## config.mk

```make
export PLATFORM = sky130hd
export DESIGN_NAME = fms_seq
export DESIGN_NICKNAME = d
export VERILOG_FILES = /design/src/hdl/fms_pkg.sv /design/src/hdl/fms_seq.sv
export SDC_FILE = /design/constraint.sdc
export NUM_CORES = 1
export LEC_CHECK = 0
export BUFFER_PORTS_ARGS = -buffer_cell sky130_fd_sc_hd__buf_2
export CAP_MARGIN = 20
export CORE_MARGIN = 4
export CORE_UTILIZATION = 40
export DETAILED_ROUTE_END_ITERATION = 6
export PLACE_DENSITY = 0.74
export SLEW_MARGIN = 20
export SYNTH_ARGS = -nofsm -noshare
export SYNTH_HDL_FRONTEND = slang
export SYNTH_SLANG_ARGS = --single-unit
```

## constraint.sdc

```tcl
create_clock -name clk -period 4.5 [get_ports clk]
set_input_delay 0 -clock clk [delete_from_list [all_inputs] [get_ports clk]]
set_output_delay 0 -clock clk [all_outputs]
set_load 0.03 [all_outputs]
```

## src/hdl/fms_pkg.sv

```systemverilog
`default_nettype none

package fms_pkg;

	// capacity of one set
	localparam int MAX_ITEMS = 64;
	localparam int ADDR_W    = (MAX_ITEMS > 1) ? $clog2(MAX_ITEMS) : 1;
	localparam int CNT_W     = $clog2(MAX_ITEMS + 1);
	localparam int SUM_W     = CNT_W + 1;
	localparam int DATA_W    = 32;

	// sequencer states
	typedef enum logic [4:0] {
		ST_IDLE   = 5'b00001,
		ST_PASS   = 5'b00010,
		ST_MERGE  = 5'b00100,
		ST_ESTART = 5'b01000,
		ST_EMIT   = 5'b10000
	} fms_state_t;

	// shared request to both banks; each bank has its own write enable
	typedef struct packed {
		logic              we0;
		logic              we1;
		logic [ADDR_W-1:0] waddr;
		logic [DATA_W-1:0] wdata;
		logic [ADDR_W-1:0] raddr_a;
		logic [ADDR_W-1:0] raddr_b;
	} mem_req_t;

	// sequencer status for checks at the top level
	typedef struct packed {
		logic             merging;
		logic [CNT_W-1:0] cnt;
		logic [CNT_W-1:0] a;
		logic [CNT_W-1:0] b;
		logic [CNT_W-1:0] mid;
		logic [CNT_W-1:0] hi;
		logic [CNT_W-1:0] k;
	} seq_stat_t;

	// monotone key: negative values invert fully, positive flip the sign
	function automatic logic [DATA_W-1:0] order_key(input logic [DATA_W-1:0] bits);
		return bits[DATA_W-1] ? ~bits : {1'b1, bits[DATA_W-2:0]};
	endfunction

endpackage

`default_nettype wire

```

## src/hdl/fms_seq.sv

```systemverilog
`default_nettype none

module fms_seq
	import fms_pkg::*;
(
	input  wire logic              clk,
	input  wire logic              arst_n,
	input  wire logic              s_tvalid,
	output logic                   s_tready,
	input  wire logic [DATA_W-1:0] s_tdata,
	input  wire logic              s_tlast,
	output logic                   m_tvalid,
	input  wire logic              m_tready,
	output logic      [DATA_W-1:0] m_tdata,
	output logic                   m_tlast,
	output logic                   m_tuser,
	output mem_req_t               req,
	input  wire logic [DATA_W-1:0] rd0_a,
	input  wire logic [DATA_W-1:0] rd0_b,
	input  wire logic [DATA_W-1:0] rd1_a,
	input  wire logic [DATA_W-1:0] rd1_b,
	output seq_stat_t              stat
);

	fms_state_t       state_q, state_n;
	logic [CNT_W-1:0] cnt_q, cnt_n;
	logic             drop_q, drop_n;
	logic             src_q, src_n;
	logic [CNT_W-1:0] w_q, w_n;
	logic [CNT_W-1:0] a_q, a_n, b_q, b_n, mid_q, mid_n, hi_q, hi_n, k_q, k_n;
	logic             out_v_q;
	logic [DATA_W-1:0] out_d_q;
	logic             out_l_q, out_u_q;

	logic              acc, room, take_b, va, vb, pair_end, pass_end, out_load, out_free;
	logic [DATA_W-1:0] rd_a, rd_b, merged;
	logic [SUM_W-1:0]  w2;

	// clamp a run bound to the set size
	function automatic logic [CNT_W-1:0] clip(input logic [SUM_W-1:0] s,
	                                          input logic [CNT_W-1:0] n);
		return (s > {1'b0, n}) ? n : s[CNT_W-1:0];
	endfunction

	assign s_tready = (state_q == ST_IDLE);
	assign acc      = s_tvalid && s_tready;
	assign room     = cnt_q < CNT_W'(MAX_ITEMS);

	// heads of both runs come straight from the source bank
	assign rd_a     = src_q ? rd1_a : rd0_a;
	assign rd_b     = src_q ? rd1_b : rd0_b;
	assign va       = a_q < mid_q;
	assign vb       = b_q < hi_q;
	assign take_b   = vb && (!va || (order_key(rd_b) < order_key(rd_a)));
	assign merged   = take_b ? rd_b : rd_a;
	assign pair_end = (k_q + CNT_W'(1)) == hi_q;
	assign pass_end = pair_end && (hi_q == cnt_q);
	assign w2       = {1'b0, w_q} << 1;
	assign out_free = !out_v_q || m_tready;

	// next-state and pointer logic
	always_comb begin
		state_n  = state_q;
		cnt_n    = cnt_q;
		drop_n   = drop_q;
		src_n    = src_q;
		w_n      = w_q;
		a_n      = a_q;
		b_n      = b_q;
		mid_n    = mid_q;
		hi_n     = hi_q;
		k_n      = k_q;
		out_load = 1'b0;
		unique case (state_q)
			ST_IDLE: begin
				if (acc) begin
					if (room) begin
						cnt_n = cnt_q + CNT_W'(1);
					end else begin
						drop_n = 1'b1;
					end
					if (s_tlast) begin
						w_n     = CNT_W'(1);
						src_n   = 1'b0;
						state_n = (cnt_n == CNT_W'(1)) ? ST_ESTART : ST_PASS;
					end
				end
			end
			ST_PASS: begin
				a_n     = '0;
				k_n     = '0;
				mid_n   = clip({1'b0, w_q}, cnt_q);
				hi_n    = clip(w2, cnt_q);
				b_n     = mid_n;
				state_n = ST_MERGE;
			end
			ST_MERGE: begin
				k_n = k_q + CNT_W'(1);
				if (pass_end) begin
					src_n   = !src_q;
					w_n     = w2[CNT_W-1:0];
					state_n = (w2 >= {1'b0, cnt_q}) ? ST_ESTART : ST_PASS;
				end else if (pair_end) begin
					a_n   = hi_q;
					mid_n = clip({1'b0, hi_q} + {1'b0, w_q}, cnt_q);
					hi_n  = clip({1'b0, hi_q} + w2, cnt_q);
					b_n   = mid_n;
				end else begin
					a_n = a_q + CNT_W'(!take_b);
					b_n = b_q + CNT_W'(take_b);
				end
			end
			ST_ESTART: begin
				a_n     = '0;
				state_n = ST_EMIT;
			end
			ST_EMIT: begin
				if (out_free) begin
					out_load = 1'b1;
					a_n      = a_q + CNT_W'(1);
					if (a_q == cnt_q - CNT_W'(1)) begin
						state_n = ST_IDLE;
						cnt_n   = '0;
						drop_n  = 1'b0;
					end
				end
			end
			default: state_n = ST_IDLE;
		endcase
	end

	// memory requests: load fills bank 0, merge writes the other bank
	always_comb begin
		req.we0     = (acc && room) || ((state_q == ST_MERGE) && src_q);
		req.we1     = (state_q == ST_MERGE) && !src_q;
		req.waddr   = (state_q == ST_MERGE) ? k_q[ADDR_W-1:0] : cnt_q[ADDR_W-1:0];
		req.wdata   = (state_q == ST_MERGE) ? merged : s_tdata;
		req.raddr_a = a_n[ADDR_W-1:0];
		req.raddr_b = b_n[ADDR_W-1:0];
	end

	// control registers
	always_ff @(posedge clk or negedge arst_n) begin
		if (!arst_n) begin
			state_q <= ST_IDLE;
			cnt_q   <= '0;
			drop_q  <= 1'b0;
			src_q   <= 1'b0;
			out_v_q <= 1'b0;
		end else begin
			state_q <= state_n;
			cnt_q   <= cnt_n;
			drop_q  <= drop_n;
			src_q   <= src_n;
			if (out_load) begin
				out_v_q <= 1'b1;
			end else if (m_tready) begin
				out_v_q <= 1'b0;
			end
		end
	end

	// pointers and output payload
	always_ff @(posedge clk) begin
		w_q   <= w_n;
		a_q   <= a_n;
		b_q   <= b_n;
		mid_q <= mid_n;
		hi_q  <= hi_n;
		k_q   <= k_n;
		if (out_load) begin
			out_d_q <= rd_a;
			out_l_q <= (a_q == cnt_q - CNT_W'(1));
			out_u_q <= drop_q;
		end
	end

	assign m_tvalid = out_v_q;
	assign m_tdata  = out_d_q;
	assign m_tlast  = out_l_q;
	assign m_tuser  = out_u_q;

	always_comb begin
		stat.merging = (state_q == ST_MERGE);
		stat.cnt     = cnt_q;
		stat.a       = a_q;
		stat.b       = b_q;
		stat.mid     = mid_q;
		stat.hi      = hi_q;
		stat.k       = k_q;
	end

endmodule

`default_nettype wire

```

==> impl_metrics.env <==
export IMPL_routabilityCongestion=0.908
export IMPL_end_kind="output port"
export IMPL_synth_edf_count=64
export IMPL_required_ns=4.50
export IMPL_htree_levels=3
export IMPL_max_cap_violations=0
export IMPL_avgViaCountPerCell=5.79
export IMPL_antenna_found_initial=0
export IMPL_fp_row_count=55
export IMPL_cts_tree="done"
export IMPL_fillers=2136
export IMPL_core_area_sq_um=22700
export IMPL_synth_warnings=0
export IMPL_drt_first_pass_iters=6
export IMPL_synth_area_sq_um=9270
export IMPL_async_flop_share_pct=16.5
export IMPL_powerDensity_nw_per_um2=637
export IMPL_ys_ff_latch=91
export IMPL_nets=1564
export IMPL_fin_util_pct=51.6
export IMPL_fin_crit_ns=4.33
export IMPL_crit_top_cell="buf_4"
export IMPL_holdWs_ns=0.00587
export IMPL_first_iter_violations=893
export IMPL_path_cells="buf_4 > mux2i_4 > buf_4 > clkbuf_16 > xor2_1 > ha_1 > nand3_1 > nor4_1 > o311ai_1 > nand4_1 > a41oi_4 > nand2_2 > ha_2 > ha_4 > nand3_1 > xnor2_1 > nand2_1 > o31ai_1 > a221o_1 > buf_4"
export IMPL_die_area_sq_um=25700
export IMPL_slew_violations=0
export IMPL_dp_slack_ns=0.247
export IMPL_clock_sinks=91
export IMPL_grt_pass1_vias=8800
export IMPL_ys_types=74
export IMPL_cp_start_kind="flop"
export IMPL_path_clk_slew_ns=0.08
export IMPL_critPathKind="flop to output port"
export IMPL_finalHoldViolations=0
export IMPL_die_x_um=160
export IMPL_top_layer="met4"
export IMPL_grt_start_max_net_pins=64
export IMPL_initial_core_util_pct=40.8
export IMPL_grtUsageTotal_pct=23.7
export IMPL_register_area_sq_um=2540
export IMPL_io_pins=296
export IMPL_ant_nets=0
export IMPL_drt_met1_wl_mm=13.9
export IMPL_route_vias_total=9243
export IMPL_cts_made_buffers=9
export IMPL_area_growth_syn_to_layout_pct=26.4
export IMPL_syn_inst=1029
export IMPL_crit_fanout=16
export IMPL_drive_above_1_share_pct=34.2
export IMPL_power_leakage_nw=5.34
export IMPL_place_area_sq_um=11000
export IMPL_finClkSkew_ns=0.0117
export IMPL_slowest_stage="dfrtp_4"
export IMPL_final_period_utilization_pct=96.2
export IMPL_die_h_um=160
export IMPL_worst_slack_ns=0.171
export IMPL_drt_wirelength_per_cell_um=20.6
export IMPL_finalSetupViolations=0
export IMPL_cts_path_max_buffers=2
export IMPL_route_detailed_drc=0
export IMPL_slowest_delay_ns=0.50
export IMPL_outcome="completed"
export IMPL_syn_nets=1287
export IMPL_insertedDiodeCount=0
export IMPL_root_buffer="clkbuf_16"
export IMPL_seq_area_frac_synth_pct=27.4
export IMPL_worstPathArrival_ns=4.33
export IMPL_fmax_mhz=231
export IMPL_finalWirelength_mm=32.8
export IMPL_max_slew_margin_pct=40.1
export IMPL_rsz0062_at_grt="true"
export IMPL_grt_overflow=0
export IMPL_ys_flop_type="edfxtp_1"
export IMPL_route_met2_wl_mm=15.1
export IMPL_grt_pass1_wl_mm=48.8
export IMPL_min_path_type="input port to flop"
export IMPL_multi_input_area_sq_um=6320
export IMPL_port_buffers=295
export IMPL_synth_area_per_cell_sq_um=9.01
export IMPL_worstSkewPairLatency_ns=0.36
export IMPL_hpwl_mm=24.4
export IMPL_final_area_sq_um=11700
export IMPL_peakVddDrop_mv=0.448
export IMPL_wl_met3_mm=2.80
export IMPL_tightest_slew_ns=0.899
[state kept, by name, summed over array words and instances, names as in the netlist]
signal    count
drop_q        1
mid_q         7
src_q         1
m_tlast       1
m_tvalid      1
w_q           7
hi_q          7
k_q           7
a_q           7
state_q       5
b_q           7
cnt_q         7
m_tuser       1
m_tdata      32
[path summary, 6_finish.rpt]
| kind | from | end | slack, ns | cells past startpoint |
|---|---|---|---|---|
| hold reg to reg | drop_q | m_tuser | 0.47 | 0 |
| max in group asynchronous | arst_n | state_q[0] | 4.06 | 2 |
| hold / removal | rd1_a[4] | m_tdata[4] | 0.006 | 2 |
| min in group asynchronous | arst_n | cnt_q[6] | 0.12 | 2 |
| setup / recovery | src_q | req[10] | 0.17 | 20 |
| setup reg to reg | src_q | a_q[6] | 0.56 | 19 |
[repair_timing]
action | 4_1_cts | 5_1_grt
buffers inserted | 3 | 6
pin swaps | 0 | 8
hold endpoints to repair | 24 | 1
gates cloned | 0 | 3
gates resized for setup | 0 | 29
endpoints found under the setup margin | 4 | 8
hold buffers | 12 | 1
[synth_stat cells (all sizes together) (2+ instances only)]
cell type / number / share of area [%]
a211oi: 5 / 0.41
a21o: 18 / 1.5
a21oi: 75 / 4.0
a221o: 5 / 0.54
a221oi: 7 / 0.66
a22oi: 4 / 0.32
a31o: 31 / 2.9
a31oi: 14 / 0.94
and2: 10 / 0.67
and3: 12 / 0.86
buf: 37 / 2.3
clkbuf: 43 / 1.7
dfrtp: 14 / 3.8
dfxtp: 12 / 2.6
edfxtp: 64 / 21
fa: 2 / 0.43
ha: 91 / 12
inv: 45 / 1.8
mux2: 37 / 4.5
mux2i: 44 / 4.8
nand2: 84 / 3.4
nand2b: 9 / 0.61
nand3: 30 / 1.8
nand4: 15 / 1.0
nor2: 40 / 1.6
nor2b: 6 / 0.41
nor3: 15 / 0.81
nor4: 5 / 0.40
nor4b: 2 / 0.35
o2111ai: 2 / 0.19
o211a: 2 / 0.22
o211ai: 11 / 0.89
o21a: 7 / 0.57
o21ai: 67 / 3.7
o21bai: 5 / 0.41
o221ai: 8 / 0.76
o22ai: 4 / 0.34
o311ai: 3 / 0.28
o31ai: 6 / 0.49
or4: 2 / 0.16
or4b: 2 / 0.22
xnor2: 36 / 3.4
xnor3: 3 / 0.73
xor2: 80 / 7.6
[stage by stage]
stage | power [W] | TNS (ns) | cells
floorplan | 0.00504 | 0 | 1029
global placement | 0.00626 | 0 | 1554
detailed placement | 0.00637 | 0 | 1554
CTS | 0.00724 | 0 | 1584
global route | 0.00802 | -0.0572 | 1595
finish | 0.00746 | 0 | 1595
[layout make-up]
cell class                      count  area share (%)
Multi-Input combinational cell    812            53.9
Sequential cell                    91            21.7
Timing Repair Buffer              346            17.2
Tap cell                          285            3.04
Clock buffer                        9            1.92
Inverter                           46            1.47
Clock inverter                      6           0.694
[power by group]
group	internal [W]	total, W	switching, W
sequential	0.00113	0.00149	0.000353
combinational	0.00201	0.00515	0.00314
clock	0.000481	0.000829	0.000348
total	0.00362	0.00746	0.00384
[layout by cell type, fill, tap and decap left out, types with 39 or more instances in the layout]
cell type	instances
xor2_1	80
nor2_1	39
mux2i_1	39
inv_1	44
nand2_1	82
ha_1	87
buf_2	292
a21oi_1	75
o21ai_0	58
edfxtp_1	64
[per-layer routing]
metal  up-vias  track usage, %
met5         -               0
met4         0            8.10
met3        75            4.83
met2       465            37.5
met1      4372            32.2
li1       4331               -
[worst max-delay path, delay by kind of cell (launching register included)]
family	cells	cell delay, ns
buffers and inverters	4	0.70
AO/OA/AOI/OAI	4	0.76
XOR/XNOR	2	0.33
AND/OR/NAND/NOR	6	0.84
adder cells (fa/ha/maj)	3	0.65
flip-flops	1	0.50
multiplexers	1	0.20
[cell families (layout without fill, tap and decap cells)]
family / Yosys count / in the layout / share of synthesized area (%)
AO/OA/AOI/OAI: 281 / 281 / 20.1
AND/OR/NAND/NOR: 238 / 238 / 13.0
multiplexers: 81 / 81 / 9.25
buffers and inverters: 126 / 407 / 5.90
adder cells (fa/ha/maj): 93 / 93 / 12.7
XOR/XNOR: 119 / 119 / 11.7
flip-flops: 91 / 91 / 27.4
(Power assumes the default switching activity.)
